File: config.mk
export PLATFORM = sky130hd
export DESIGN_NAME = cartridge_command_registers_flat
export DESIGN_NICKNAME = d
export VERILOG_FILES = /design/src/rtl/ccr_pkg.sv /design/src/rtl/ccr_req_if.sv /design/src/rtl/ccr_rsp_if.sv /design/src/rtl/ccr_regfile.sv /design/src/rtl/cartridge_command_registers.sv /design/src/flat_wrapper.sv
export SDC_FILE = /design/constraint.sdc
export NUM_CORES = 1
export LEC_CHECK = 0
export ABC_CLOCK_PERIOD_IN_PS = 4500
export BUFFER_PORTS_ARGS = -buffer_cell sky130_fd_sc_hd__buf_4
export CELL_PAD_IN_SITES_DETAIL_PLACEMENT = 0
export CELL_PAD_IN_SITES_GLOBAL_PLACEMENT = 2
export CORE_MARGIN = 2
export CORE_UTILIZATION = 41
export CTS_CLUSTER_SIZE = 8
export DETAILED_ROUTE_END_ITERATION = 12
export PLACE_DENSITY_LB_ADDON = 0.1
export SYNTH_ARGS = -nofsm -noshare
export SYNTH_HDL_FRONTEND = slang
export SYNTH_SLANG_ARGS = --single-unit
File: constraint.sdc
create_clock -name clk -period 4.5 [get_ports clk]
set_input_delay 0.225 -clock clk [delete_from_list [all_inputs] [get_ports clk]]
set_output_delay 0.225 -clock clk [all_outputs]
set_load 0.01 [all_outputs]
File: src/rtl/ccr_pkg.sv
package ccr_pkg;

    localparam int unsigned DataWidth = 32;
    localparam int unsigned AddrWidth = 16;

    // register offsets after the low two bits are dropped
    localparam logic [AddrWidth-1:0] ADDR_STATUS = 16'h0000;
    localparam logic [AddrWidth-1:0] ADDR_DATA0  = 16'h0004;
    localparam logic [AddrWidth-1:0] ADDR_DATA1  = 16'h0008;
    localparam logic [AddrWidth-1:0] ADDR_IDENT  = 16'h000C;
    localparam logic [AddrWidth-1:0] ADDR_LOCK   = 16'h0010;

    localparam logic [DataWidth-1:0] ID_WORD     = 32'h5343_7632;
    localparam logic [DataWidth-1:0] MAGIC_ONE   = 32'h5F55_4E4C;
    localparam logic [DataWidth-1:0] MAGIC_TWO   = 32'h4F43_4B5F;
    localparam logic [DataWidth-1:0] STATUS_BUSY = 32'h4000_0000;
    localparam logic [DataWidth-1:0] LOCK_ALL    = 32'hFFFF_FFFF;

    // command codes written to the status register
    localparam logic [DataWidth-1:0] CMD_CFG_GET    = 32'h0000_0063;
    localparam logic [DataWidth-1:0] CMD_CFG_SET    = 32'h0000_0043;
    localparam logic [DataWidth-1:0] CMD_INIT       = 32'h0000_0069;
    localparam logic [DataWidth-1:0] CMD_SET_SECTOR = 32'h0000_0049;

    // sub-codes
    localparam logic [DataWidth-1:0] CFG_ROM_WR_EN  = 32'd1;
    localparam logic [DataWidth-1:0] CFG_QUERY_A    = 32'd3;
    localparam logic [DataWidth-1:0] CFG_QUERY_B    = 32'd6;
    localparam logic [DataWidth-1:0] INIT_PLAIN_A   = 32'd0;
    localparam logic [DataWidth-1:0] INIT_PLAIN_B   = 32'd1;
    localparam logic [DataWidth-1:0] INIT_SWAP_ON   = 32'd4;
    localparam logic [DataWidth-1:0] INIT_SWAP_OFF  = 32'd5;

    typedef enum logic
    {
        ACT_READ  = 1'b0,
        ACT_WRITE = 1'b1
    } action_t;

    typedef struct packed
    {
        logic                 action;
        logic [AddrWidth-1:0] reg_address;
        logic [DataWidth-1:0] write_data;
    } req_t;

    typedef struct packed
    {
        logic [DataWidth-1:0] read_data;
        logic                 rom_write_enable;
        logic                 byteswap_mode;
        logic [DataWidth-1:0] sd_sector_out;
    } rsp_t;

endpackage

File: src/rtl/ccr_req_if.sv
interface ccr_req_if;
    logic                           valid;
    logic                           ready;
    logic                           action;
    logic [ccr_pkg::AddrWidth-1:0]  reg_address;
    logic [ccr_pkg::DataWidth-1:0]  write_data;

    modport source (output valid, output action, output reg_address, output write_data,
                    input ready);
    modport sink   (input valid, input action, input reg_address, input write_data,
                    output ready);
endinterface

File: src/rtl/ccr_rsp_if.sv
interface ccr_rsp_if;
    logic                           valid;
    logic                           ready;
    logic [ccr_pkg::DataWidth-1:0]  read_data;
    logic                           rom_write_enable;
    logic                           byteswap_mode;
    logic [ccr_pkg::DataWidth-1:0]  sd_sector_out;

    modport source (output valid, output read_data, output rom_write_enable,
                    output byteswap_mode, output sd_sector_out, input ready);
    modport sink   (input valid, input read_data, input rom_write_enable,
                    input byteswap_mode, input sd_sector_out, output ready);
endinterface

File: src/rtl/ccr_regfile.sv
module ccr_regfile
(
    input  logic            clk,
    input  logic            rst_n,
    input  logic            fire,
    input  ccr_pkg::req_t   access,
    output ccr_pkg::rsp_t   result
);

    logic                           unlocked_reg, unlocked_next;
    logic                           unlock_step_reg, unlock_step_next;
    logic [ccr_pkg::DataWidth-1:0]  status_reg, status_next;
    logic [ccr_pkg::DataWidth-1:0]  data0_reg, data0_next;
    logic [ccr_pkg::DataWidth-1:0]  data1_reg, data1_next;
    logic                           rom_flag_reg, rom_flag_next;
    logic                           swap_flag_reg, swap_flag_next;
    logic [ccr_pkg::DataWidth-1:0]  sector_reg, sector_next;

    logic [ccr_pkg::AddrWidth-1:0]  addr;
    logic                           is_write;
    logic [ccr_pkg::DataWidth-1:0]  rd;

    assign addr     = {access.reg_address[ccr_pkg::AddrWidth-1:2], 2'b00};
    assign is_write = (ccr_pkg::action_t'(access.action) == ccr_pkg::ACT_WRITE);

    always_comb
    begin
        unlocked_next    = unlocked_reg;
        unlock_step_next = unlock_step_reg;
        status_next      = status_reg;
        data0_next       = data0_reg;
        data1_next       = data1_reg;
        rom_flag_next    = rom_flag_reg;
        swap_flag_next   = swap_flag_reg;
        sector_next      = sector_reg;
        rd               = '0;

        if (is_write)
        begin
            unique case (addr)
                ccr_pkg::ADDR_STATUS:
                begin
                    if (unlocked_reg)
                    begin
                        // busy until the command says otherwise
                        status_next = ccr_pkg::STATUS_BUSY;
                        unique case (access.write_data)
                            ccr_pkg::CMD_CFG_GET:
                            begin
                                if (data0_reg == ccr_pkg::CFG_ROM_WR_EN)
                                begin
                                    data1_next  = {31'd0, rom_flag_reg};
                                    status_next = '0;
                                end
                                else if (data0_reg == ccr_pkg::CFG_QUERY_A ||
                                         data0_reg == ccr_pkg::CFG_QUERY_B)
                                begin
                                    data1_next  = '0;
                                    status_next = '0;
                                end
                            end
                            ccr_pkg::CMD_CFG_SET:
                            begin
                                if (data0_reg == ccr_pkg::CFG_ROM_WR_EN)
                                begin
                                    data1_next    = {31'd0, rom_flag_reg};
                                    rom_flag_next = (data1_reg != '0);
                                    status_next   = '0;
                                end
                            end
                            ccr_pkg::CMD_INIT:
                            begin
                                if (data1_reg == ccr_pkg::INIT_PLAIN_A ||
                                    data1_reg == ccr_pkg::INIT_PLAIN_B)
                                begin
                                    status_next = '0;
                                end
                                else if (data1_reg == ccr_pkg::INIT_SWAP_ON)
                                begin
                                    swap_flag_next = 1'b1;
                                    status_next    = '0;
                                end
                                else if (data1_reg == ccr_pkg::INIT_SWAP_OFF)
                                begin
                                    swap_flag_next = 1'b0;
                                    status_next    = '0;
                                end
                            end
                            ccr_pkg::CMD_SET_SECTOR:
                            begin
                                sector_next = data0_reg;
                                status_next = '0;
                            end
                            default:
                            begin
                                // unknown or transfer command: stays busy
                            end
                        endcase
                    end
                end
                ccr_pkg::ADDR_DATA0:
                begin
                    if (unlocked_reg)
                    begin
                        data0_next = access.write_data;
                    end
                end
                ccr_pkg::ADDR_DATA1:
                begin
                    if (unlocked_reg)
                    begin
                        data1_next = access.write_data;
                    end
                end
                ccr_pkg::ADDR_LOCK:
                begin
                    priority if (access.write_data == ccr_pkg::LOCK_ALL)
                    begin
                        unlocked_next = 1'b0;
                    end
                    else if (access.write_data == ccr_pkg::MAGIC_ONE)
                    begin
                        unlock_step_next = 1'b1;
                    end
                    else if (access.write_data == ccr_pkg::MAGIC_TWO)
                    begin
                        if (unlock_step_reg)
                        begin
                            unlocked_next    = 1'b1;
                            unlock_step_next = 1'b0;
                        end
                    end
                    else
                    begin
                        unlock_step_next = 1'b0;
                    end
                end
                default:
                begin
                    // identifier and unmapped offsets ignore writes
                end
            endcase
        end
        else if (unlocked_reg)
        begin
            unique case (addr)
                ccr_pkg::ADDR_STATUS: rd = status_reg;
                ccr_pkg::ADDR_DATA0:  rd = data0_reg;
                ccr_pkg::ADDR_DATA1:  rd = data1_reg;
                ccr_pkg::ADDR_IDENT:  rd = ccr_pkg::ID_WORD;
                default:              rd = '0;
            endcase
        end
    end

    // flags are shown as they stand after this beat
    assign result.read_data        = rd;
    assign result.rom_write_enable = rom_flag_next;
    assign result.byteswap_mode    = swap_flag_next;
    assign result.sd_sector_out    = sector_next;

    always_ff @(posedge clk or negedge rst_n)
    begin
        if (!rst_n)
        begin
            unlocked_reg    <= 1'b0;
            unlock_step_reg <= 1'b0;
            status_reg      <= '0;
            data0_reg       <= '0;
            data1_reg       <= '0;
            rom_flag_reg    <= 1'b0;
            swap_flag_reg   <= 1'b0;
            sector_reg      <= '0;
        end
        else if (fire)
        begin
            unlocked_reg    <= unlocked_next;
            unlock_step_reg <= unlock_step_next;
            status_reg      <= status_next;
            data0_reg       <= data0_next;
            data1_reg       <= data1_next;
            rom_flag_reg    <= rom_flag_next;
            swap_flag_reg   <= swap_flag_next;
            sector_reg      <= sector_next;
        end
    end

endmodule

File: src/rtl/cartridge_command_registers.sv
// cartridge command register front end
//
// req channel (sink): one beat per bus access; action selects read or write,
// reg_address is a byte offset (low two bits ignored), write_data is the
// value of a write. rsp channel (source): exactly one beat per access, in
// order, with read_data and the current rom write, byte swap and sd sector
// state as it stands after that access.
//
// path: each accepted request beat is held in the input register, then the
// register file update is written into the response register and raises
// rsp.valid. throughput: one access per cycle while rsp.ready keeps the
// pipeline moving; the decode/update is a combinational step between them.
//
// reset (rst_n low, asynchronous) locks the registers, clears all register
// file state and empties both pipeline registers.
//
// when rsp.ready is low the response register holds its beat; the input
// register still takes one more access, then req.ready drops until the
// response is taken. no state changes while the pipeline is held.
module cartridge_command_registers
(
    input  logic        clk,
    input  logic        rst_n,
    ccr_req_if.sink     req,
    ccr_rsp_if.source   rsp
);

    // input register stage
    logic           in_valid_reg;
    ccr_pkg::req_t  in_data_reg;

    // response register stage
    logic           out_valid_reg;
    ccr_pkg::rsp_t  out_data_reg;

    logic           advance;
    logic           req_fire;
    logic           exec;
    ccr_pkg::rsp_t  result;

    // the response register can take a new beat when empty or being drained
    assign advance  = !out_valid_reg || rsp.ready;
    assign req.ready = !in_valid_reg || advance;
    assign req_fire = req.valid && req.ready;
    // the registered access is executed as it moves into the response register
    assign exec     = in_valid_reg && advance;

    ccr_regfile u_regfile
    (
        .clk    (clk),
        .rst_n  (rst_n),
        .fire   (exec),
        .access (in_data_reg),
        .result (result)
    );

    always_ff @(posedge clk or negedge rst_n)
    begin
        if (!rst_n)
        begin
            in_valid_reg <= 1'b0;
        end
        else if (req.ready)
        begin
            in_valid_reg <= req.valid;
        end
    end

    always_ff @(posedge clk)
    begin
        if (req_fire)
        begin
            in_data_reg.action      <= req.action;
            in_data_reg.reg_address <= req.reg_address;
            in_data_reg.write_data  <= req.write_data;
        end
    end

    always_ff @(posedge clk or negedge rst_n)
    begin
        if (!rst_n)
        begin
            out_valid_reg <= 1'b0;
        end
        else if (advance)
        begin
            out_valid_reg <= in_valid_reg;
        end
    end

    always_ff @(posedge clk)
    begin
        if (exec)
        begin
            out_data_reg <= result;
        end
    end

    assign rsp.valid            = out_valid_reg;
    assign rsp.read_data        = out_data_reg.read_data;
    assign rsp.rom_write_enable = out_data_reg.rom_write_enable;
    assign rsp.byteswap_mode    = out_data_reg.byteswap_mode;
    assign rsp.sd_sector_out    = out_data_reg.sd_sector_out;

endmodule

File: src/flat_wrapper.sv
// flat-port wrapper written by rule: the top's interface ports become plain ports
module cartridge_command_registers_flat 
  (clk, rst_n, req_valid, req_action, req_reg_address, req_write_data, req_ready, rsp_valid, rsp_read_data, rsp_rom_write_enable, rsp_byteswap_mode, rsp_sd_sector_out, rsp_ready);
  ccr_req_if req_i ();
  ccr_rsp_if rsp_i ();
  input  logic clk;
  input  logic rst_n;
  input wire logic [$bits(req_i.valid)-1:0] req_valid;
  input wire logic [$bits(req_i.action)-1:0] req_action;
  input wire logic [$bits(req_i.reg_address)-1:0] req_reg_address;
  input wire logic [$bits(req_i.write_data)-1:0] req_write_data;
  output wire logic [$bits(req_i.ready)-1:0] req_ready;
  output wire logic [$bits(rsp_i.valid)-1:0] rsp_valid;
  output wire logic [$bits(rsp_i.read_data)-1:0] rsp_read_data;
  output wire logic [$bits(rsp_i.rom_write_enable)-1:0] rsp_rom_write_enable;
  output wire logic [$bits(rsp_i.byteswap_mode)-1:0] rsp_byteswap_mode;
  output wire logic [$bits(rsp_i.sd_sector_out)-1:0] rsp_sd_sector_out;
  input wire logic [$bits(rsp_i.ready)-1:0] rsp_ready;
  assign req_i.valid = req_valid;
  assign req_i.action = req_action;
  assign req_i.reg_address = req_reg_address;
  assign req_i.write_data = req_write_data;
  assign req_ready = req_i.ready;
  assign rsp_valid = rsp_i.valid;
  assign rsp_read_data = rsp_i.read_data;
  assign rsp_rom_write_enable = rsp_i.rom_write_enable;
  assign rsp_byteswap_mode = rsp_i.byteswap_mode;
  assign rsp_sd_sector_out = rsp_i.sd_sector_out;
  assign rsp_i.ready = rsp_ready;
  cartridge_command_registers u_core (.clk(clk), .rst_n(rst_n), .req(req_i), .rsp(rsp_i));
endmodule
==> run summary, run 1 <==
Status -> completed
Startpoint of the worst register-to-register path -> u_core.in_data_reg[7]
Total leakage power -> 4.81 nW
Min cycle time layout -> 3060 ps
Crit-path max cell delay -> 800 ps
Crit path max-delay family -> simple AND/OR/NAND/NOR gates
Detailed-route vias per instance -> 5.38
Highest clock rate -> 0.327 GHz
Gpl congestion -> 0.891
Overall die height -> 150 um
Post-synthesis cell type with the largest combined area -> sky130_fd_sc_hd__edfxtp_1
Antenna violations before repair -> 0
Number of global-route vias before repair -> 5924
Starting density of the core -> 41.7%
Power share of the combinational group -> 5.1%
Critical Path Source -> u_core.in_data_reg[7]
Crit Path Max Fanout -> 32
Routed length on met3 -> 908 um
Met2 routed WL -> 10.1 mm
Number of buffers inserted by port buffering -> 118
Wire length reported by the detailed router -> 21.2 mm
Worst setup slack before clock tree synthesis -> 1460 ps
Cells after DPL -> 952
Nets -> 813
Layout cell share with drive strength beyond 1 -> 28.6%
Worst-path cell chain -> nor3_1 > nand4b_2 > nor4_2 > a2111oi_4 > a31oi_4 > mux2_2
Leading cell types by total area after synthesis -> sky130_fd_sc_hd__edfxtp_1 39%, sky130_fd_sc_hd__dfrtp_1 29%, sky130_fd_sc_hd__mux2_1 6.9%, sky130_fd_sc_hd__mux2_2 5.8%, sky130_fd_sc_hd__a22o_1 3.1%
Number of nets with antenna violations after routing -> 0
Per-cell routed wire length -> 20.0 um
Net switching fraction of the power -> 21.3%
Core region area -> 21000 um2
Total count of hold-check failures in the final report -> 0
Nature of the critical path startpoint -> flop
Post-detailed-placement half-perimeter wirelength -> 13.9 mm
Slew HR -> 17.4%
Total number of vias -> 5691
Largest register FFs -> 47
Global-route wire length before repair -> 33.1 mm
Yosys synthesis warning count -> 0
Crit path capture type -> flop
Crit path arrival time -> 3490 ps
Layout-stage area growth over the synthesis result -> 28.8%
Share of synthesized flip-flops with an asynchronous set or reset -> 47.7%
CTS tree -> built
Number of post-CTS setup repair buffers -> 0
Total CTS buffers -> 30
First-iteration detailed-routing DRC count -> 386
Clk_lat worst skew -> 540 ps
Final-layout setup total negative slack -> 0 ps
H-Tree Depth -> 1
Type of the setup path with the least slack -> flop to flop
Total Die Area -> 22600 um2
Netlist cell types -> 44
Internal Dissipation -> 0.00355 W
Sequential area share after synthesis -> 68.2%
Combined area of all synthesized cells -> 8760 um2
Met1 WL -> 9.58 mm
Switching power of the nets -> 0.000962 W
Fill count -> 1750
Worst Hold Slack -> 238 ps
Flip-flop cell with the highest count after synthesis -> sky130_fd_sc_hd__edfxtp_1
Clock Path Buffers -> 3
Sinks on Clock Net -> 216
Total Routing Usage GR -> 19.1%
Commonest non-fill, non-tap cells in the layout -> 130 x sky130_fd_sc_hd__buf_4, 113 x sky130_fd_sc_hd__edfxtp_1, 103 x sky130_fd_sc_hd__dfrtp_1
Required @ worst endpoint -> 4930 ps
Remaining DRCs -> 0
Post-synthesis instance total -> 575
Most common cell after layout, fill and taps aside -> sky130_fd_sc_hd__buf_4
Top Layer Used -> met4
Final non-filler cell total -> 1058
Clock-pin transition on the worst setup and hold timing paths -> 60 ps
Peak VDD IR -> 0.262 mV
Post-route setup slack -> 1440 ps
Total I/O pin count -> 121
Portion of total power attributed to sequential cells -> 49.1%
Worst Hold Class -> input pin to async pin
PD cells -> 400 nW/um2
Buf/Inv on CP -> 0
Overflow after GRT -> 0
Clock root cell -> sky130_fd_sc_hd__clkbuf_16
Share of Yosys cell area claimed by the top area cell type -> 38.7%
Max-cap violations -> 0
Slew Limit Fails -> 0
Largest net degree at the start of global routing -> 60
Unrepaired setup endpoints after global routing -> no
Critical-path cell with the highest stage delay -> sky130_fd_sc_hd__a31oi_4
Worst slew pin tran -> 1240 ps
Row count -> 53
Final setup fails -> 0
Number of synthesized register bits -> 216
1st-pass router iterations -> 5
Clock network fraction of total power -> 45.7%
Final core occ -> 53.7%
Post-route clock skew -> 18.5 ps
Post-Syn Nets -> 628
Antenna cell count -> 0
Syn avg cell area -> 15.2 um2
Ratio of final minimum period to clock period -> 68.0%
Width of the die -> 150 um
Number of flops mapped to enable cells by yosys -> 113
-- area by class of cell --
type                    instances  area (um2)  area share (%)
flip-flops and latches        216        5970            52.9
multi-input cells             324        2590            23.0
well taps                     275         344            3.05
inverters                       7        26.3           0.233
clock buffers                  55         866            7.67
repair buffers                181        1490            13.2
-- cells in the mapped netlist (2+ instances only) --
library cell and number:
sky130_fd_sc_hd__nor4_2 2, sky130_fd_sc_hd__nand2b_1 5, sky130_fd_sc_hd__nand2_1 27, sky130_fd_sc_hd__buf_2 3, sky130_fd_sc_hd__edfxtp_1 113, sky130_fd_sc_hd__o21ai_0 20, sky130_fd_sc_hd__mux2_1 54, sky130_fd_sc_hd__nand4_1 12
sky130_fd_sc_hd__mux2_2 45, sky130_fd_sc_hd__nor4_1 19, sky130_fd_sc_hd__a21oi_1 17, sky130_fd_sc_hd__o31ai_1 3, sky130_fd_sc_hd__and4_1 3, sky130_fd_sc_hd__nor3_2 3, sky130_fd_sc_hd__a22o_1 31, sky130_fd_sc_hd__buf_4 2
sky130_fd_sc_hd__nor4_4 2, sky130_fd_sc_hd__inv_1 7, sky130_fd_sc_hd__nand3_1 5, sky130_fd_sc_hd__and3_1 2, sky130_fd_sc_hd__clkbuf_1 15, sky130_fd_sc_hd__nor2b_1 2, sky130_fd_sc_hd__nor3_1 8, sky130_fd_sc_hd__a22oi_1 17
sky130_fd_sc_hd__and2_1 3, sky130_fd_sc_hd__nor3b_1 2, sky130_fd_sc_hd__dfrtp_1 103, sky130_fd_sc_hd__nand3b_1 3, sky130_fd_sc_hd__nor2_1 25, sky130_fd_sc_hd__buf_6 8
-- cell families (layout without fill, tap and decap cells) --
logic type	count (synthesis)	in the layout	synth area share, %
flops	216	216	68.2
simple gates	131	131	8.94
mux	99	99	12.7
compound gates	93	93	7.77
buf+inv	35	243	2.31
xor+xnor	1	1	0.100
-- worst reg2reg max path, cell delays in order (launching register included) --
cell	delay, ps
sky130_fd_sc_hd__edfxtp_1	520
sky130_fd_sc_hd__nor3_1	480
sky130_fd_sc_hd__nand4b_2	240
sky130_fd_sc_hd__nor4_2	400
sky130_fd_sc_hd__a2111oi_4	100
sky130_fd_sc_hd__a31oi_4	800
sky130_fd_sc_hd__mux2_2	420
-- per-layer routing --
metal / up-vias / GRT usage (%)
met5: - / 0
met1: 2897 / 26.7
met2: 169 / 30.7
met3: 41 / 3.30
met4: 0 / 6.08
li1: 2584 / -
-- final timing paths --
kind                       slack [ps]                               to  cells past startpoint
setup / recovery                 1440    u_core.u_regfile.data1_reg[0]                      6
hold / removal                    240  u_core.u_regfile.sector_reg[11]                      2
setup reg to reg                 1440    u_core.u_regfile.data1_reg[0]                      6
hold reg to reg                   480  u_core.u_regfile.sector_reg[13]                      1
max in group asynchronous        3040   u_core.u_regfile.sector_reg[7]                      3
min in group clk                  400           u_core.in_data_reg[29]                      2
-- metrics by stage --
step / instance area [um2] / power [W]
6_report: 11300 / 0.00451
5_1_grt: 11300 / 0.00468
4_1_cts: 11300 / 0.00457
3_5_place_dp: 9910 / 0.00245
3_3_place_gp: 9910 / 0.00245
2_1_floorplan: 8760 / 0.00230
-- power by group through the flow --
stage | registers, W | clock network (W) | logic (W)
after floorplan | 0.00225 | 0 | 0.0000527
after global placement | 0.00225 | 0 | 0.000198
after detailed placement | 0.00225 | 0 | 0.000201
after CTS | 0.00222 | 0.00212 | 0.000237
after global routing | 0.00222 | 0.00220 | 0.000253
final | 0.00222 | 0.00206 | 0.000232
-- repair_timing --
action / 4_1_cts / 5_1_grt
resized for setup: 0 / 0
hold buffers: 51 / 0
hold endpoints to repair: 93 / 0
Note: power is estimated with default switching activity, not from simulation.
==> run 2, diff against run 1 <==
Settings changed: ABC_CLOCK_PERIOD_IN_PS 4500 to 2850.
Clock period 4.5 ns to 2.85 ns, I/O delays scaled along.
==> run 2 against run 1 <==
Compared with the run above:
- hold slack worse by 70 ps
- sequential share of layout area fell by 0.67 points
- register-to-register slack worse by 1300 ps
- critical path depth rose by 1
- combinational power is 66% higher
- sequential cell count unchanged
- first-iteration DRC count fell by 14%
- routed wire length up 1.4%
- utilization rose by 0.68 points
- non-clock buffer count increased by 15
- largest cell class unchanged
- highest routed layer unchanged
==> run summary, run 2 (synthesis gave the netlist of run 1 again) <==
Post-detailed-placement half-perimeter wirelength -> 14.5 mm (+4.2%)
Ratio of final minimum period to clock period -> 94.0% (+26 points)
Worst Hold Class -> input pin to async pin
Area of all placed cells without fillers -> 11400 um2 (+1.3%)
Remaining DRCs -> 0 (unchanged)
CTS tree -> built
Min cycle time layout -> 2680 ps (-382 ps)
Crit Path Max Fanout -> 15 (-53%)
Number of global-route vias before repair -> 5835 (-1.5%)
Total count of hold-check failures in the final report -> 0 (unchanged)
Antenna cell count -> 0 (unchanged)
Crit path capture type -> flop
Overall die height -> 150 um (unchanged)
First-iteration detailed-routing DRC count -> 331 (-14%)
Width of the die -> 150 um (unchanged)
Fill count -> 1740 (-0.57%)
Clk_lat worst skew -> 550 ps (about the same)
Total CTS buffers -> 30 (unchanged)
Unrepaired setup endpoints after global routing -> no
Worst setup slack before clock tree synthesis -> 58.4 ps (-1410 ps)
Total Routing Usage GR -> 19.3% (+0.20 points)
H-Tree Depth -> 1 (unchanged)
Per-cell routed wire length -> 20.0 um (+0.16%)
Peak VDD IR -> 0.469 mV (+79%)
Most common cell after layout, fill and taps aside -> sky130_fd_sc_hd__buf_4
Placement Cell Area -> 10100 um2 (+1.6%)
Commonest non-fill, non-tap cells in the layout -> 142 x sky130_fd_sc_hd__buf_4, 113 x sky130_fd_sc_hd__edfxtp_1, 103 x sky130_fd_sc_hd__dfrtp_1
Wire length reported by the detailed router -> 21.5 mm (+1.4%)
Number of post-CTS setup repair buffers -> 0 (unchanged)
Global-route wire length before repair -> 33.3 mm (+0.65%)
Total Die Area -> 22600 um2 (unchanged)
Largest register FFs -> 47 (unchanged)
Antenna violations before repair -> 0 (unchanged)
Highest clock rate -> 0.373 GHz (+14%)
Starting density of the core -> 41.7% (unchanged)
Largest net degree at the start of global routing -> 57 (-5.0%)
Clock-pin transition on the worst setup and hold timing paths -> 50 ps (about the same)
Total number of vias -> 5658 (-0.58%)
Worst slew pin tran -> 684 ps (-554 ps)
1st-pass router iterations -> 6 (+1)
Type of the setup path with the least slack -> flop to flop
Required @ worst endpoint -> 3280 ps (-1650 ps)
Core region area -> 21000 um2 (unchanged)
Nature of the critical path startpoint -> flop
Sinks on Clock Net -> 216 (unchanged)
Number of nets with antenna violations after routing -> 0 (unchanged)
Crit path arrival time -> 3110 ps (-380 ps)
Register-to-Register Path Depth -> 7 (+1)
Total leakage power -> 4.88 nW (+1.4%)
Status -> completed
Final setup fails -> 0 (unchanged)
PD cells -> 620 nW/um2 (+55%)
Row count -> 53 (unchanged)
Detailed-route vias per instance -> 5.28 (-1.8%)
Slew HR -> 54.4% (+37 points)
Final-layout setup total negative slack -> 0 ps (unchanged)
Layout cell share with drive strength beyond 1 -> 30.2% (+1.5 points)
Post-route clock skew -> 12.7 ps (-5.79 ps)
Final core occ -> 54.4% (+0.68 points)
Layout-stage area growth over the synthesis result -> 30.5%
Post-route setup slack -> 170 ps (-1270 ps)
Number of buffers inserted by port buffering -> 118 (unchanged)
Clock root cell -> sky130_fd_sc_hd__clkbuf_16
Overflow after GRT -> 0 (unchanged)
Max-cap violations -> 0 (unchanged)
Gpl congestion -> 0.821 (-7.8%)
Total I/O pin count -> 121 (unchanged)
Clock Path Buffers -> 3 (unchanged)
Slew Limit Fails -> 0 (unchanged)
Nets -> 828 (+1.8%)
-- run 2: cell types whose count changed in the layout (fill, tap and decap cells not counted), sizes merged --
cell	previous run	this run
inv	7	6
buf	130	145
clkinvlp	0	1
clkbuf	55	52
clkinv	0	1
-- run 2: worst paths after layout --
| path | start | endpoint | slack (ps) |
|---|---|---|---|
| max in group asynchronous | rst_n | u_core.u_regfile.sector_reg[31] | 1920 |
| min in group clk | req_write_data[28] | u_core.in_data_reg[28] | 310 |
| worst min register to register | u_core.u_regfile.sector_reg[12] | u_core.u_regfile.sector_reg[12] | 480 |
| worst max register to register | u_core.u_regfile.data0_reg[25] | u_core.u_regfile.data1_reg[14] | 170 |
| worst max-delay path | u_core.u_regfile.data0_reg[25] | u_core.u_regfile.data1_reg[14] | 170 |
| worst min-delay path | rst_n | u_core.u_regfile.sector_reg[14] | 170 |
-- run 2: cell type report --
cell class / count / area, um2 / share of cell area [%]
Multi-Input combinational cell: 324 / 2600 / 22.8
Inverter: 7 / 30.0 / 0.263
Tap cell: 275 / 344 / 3.01
Clock buffer: 52 / 833 / 7.29
Sequential cell: 216 / 5970 / 52.2
Timing Repair Buffer: 196 / 1640 / 14.3
Clock inverter: 1 / 16.3 / 0.142
-- run 2: timing repair --
action	CTS	global route
resized for setup	0	1
hold endpoints to repair	96	0
setup endpoints to repair	0	31
hold buffers	51	0
-- run 2: power by group --
part	leakage (nW)	switching (W)	internal [W]
combinational	1.94	0.000197	0.000187
clock	0.403	0.00126	0.00195
sequential	2.54	0.0000714	0.00342
total	4.88	0.00153	0.00556
-- run 2: layer usage --
| layer | global-route usage [%] | share of wire, % | vias to the layer above | wire, um |
|---|---|---|---|---|
| met4 | 5.57 | 2.0 | 0 | 429 |
| met3 | 3.91 | 5.9 | 35 | 1270 |
| li1 | - | - | 2614 | - |
| met5 | 0 | 0 | - | 0 |
| met1 | 26.1 | 44 | 2851 | 9450 |
| met2 | 31.9 | 48 | 158 | 10300 |
-- run 2: worst max-delay path, cell delays in order (launching register included) --
cell and delay [ps]:
sky130_fd_sc_hd__dfrtp_1 410, sky130_fd_sc_hd__nor4_1 460, sky130_fd_sc_hd__nand4_1 280, sky130_fd_sc_hd__or3_4 460, sky130_fd_sc_hd__a2111oi_4 290, sky130_fd_sc_hd__a31oi_4 160, sky130_fd_sc_hd__buf_4 240, sky130_fd_sc_hd__a22o_1 240
-- run 2: per-stage QoR --
| step | instances | hold slack, ps | power (W) |
|---|---|---|---|
| after floorplan | 575 | -153 | 0.00364 |
| after detailed placement | 967 | 226 | 0.00388 |
| after CTS | 1071 | 186 | 0.00718 |
| after global placement | 967 | 209 | 0.00388 |
| final | 1071 | 168 | 0.00709 |
| after global routing | 1071 | 248 | 0.00732 |
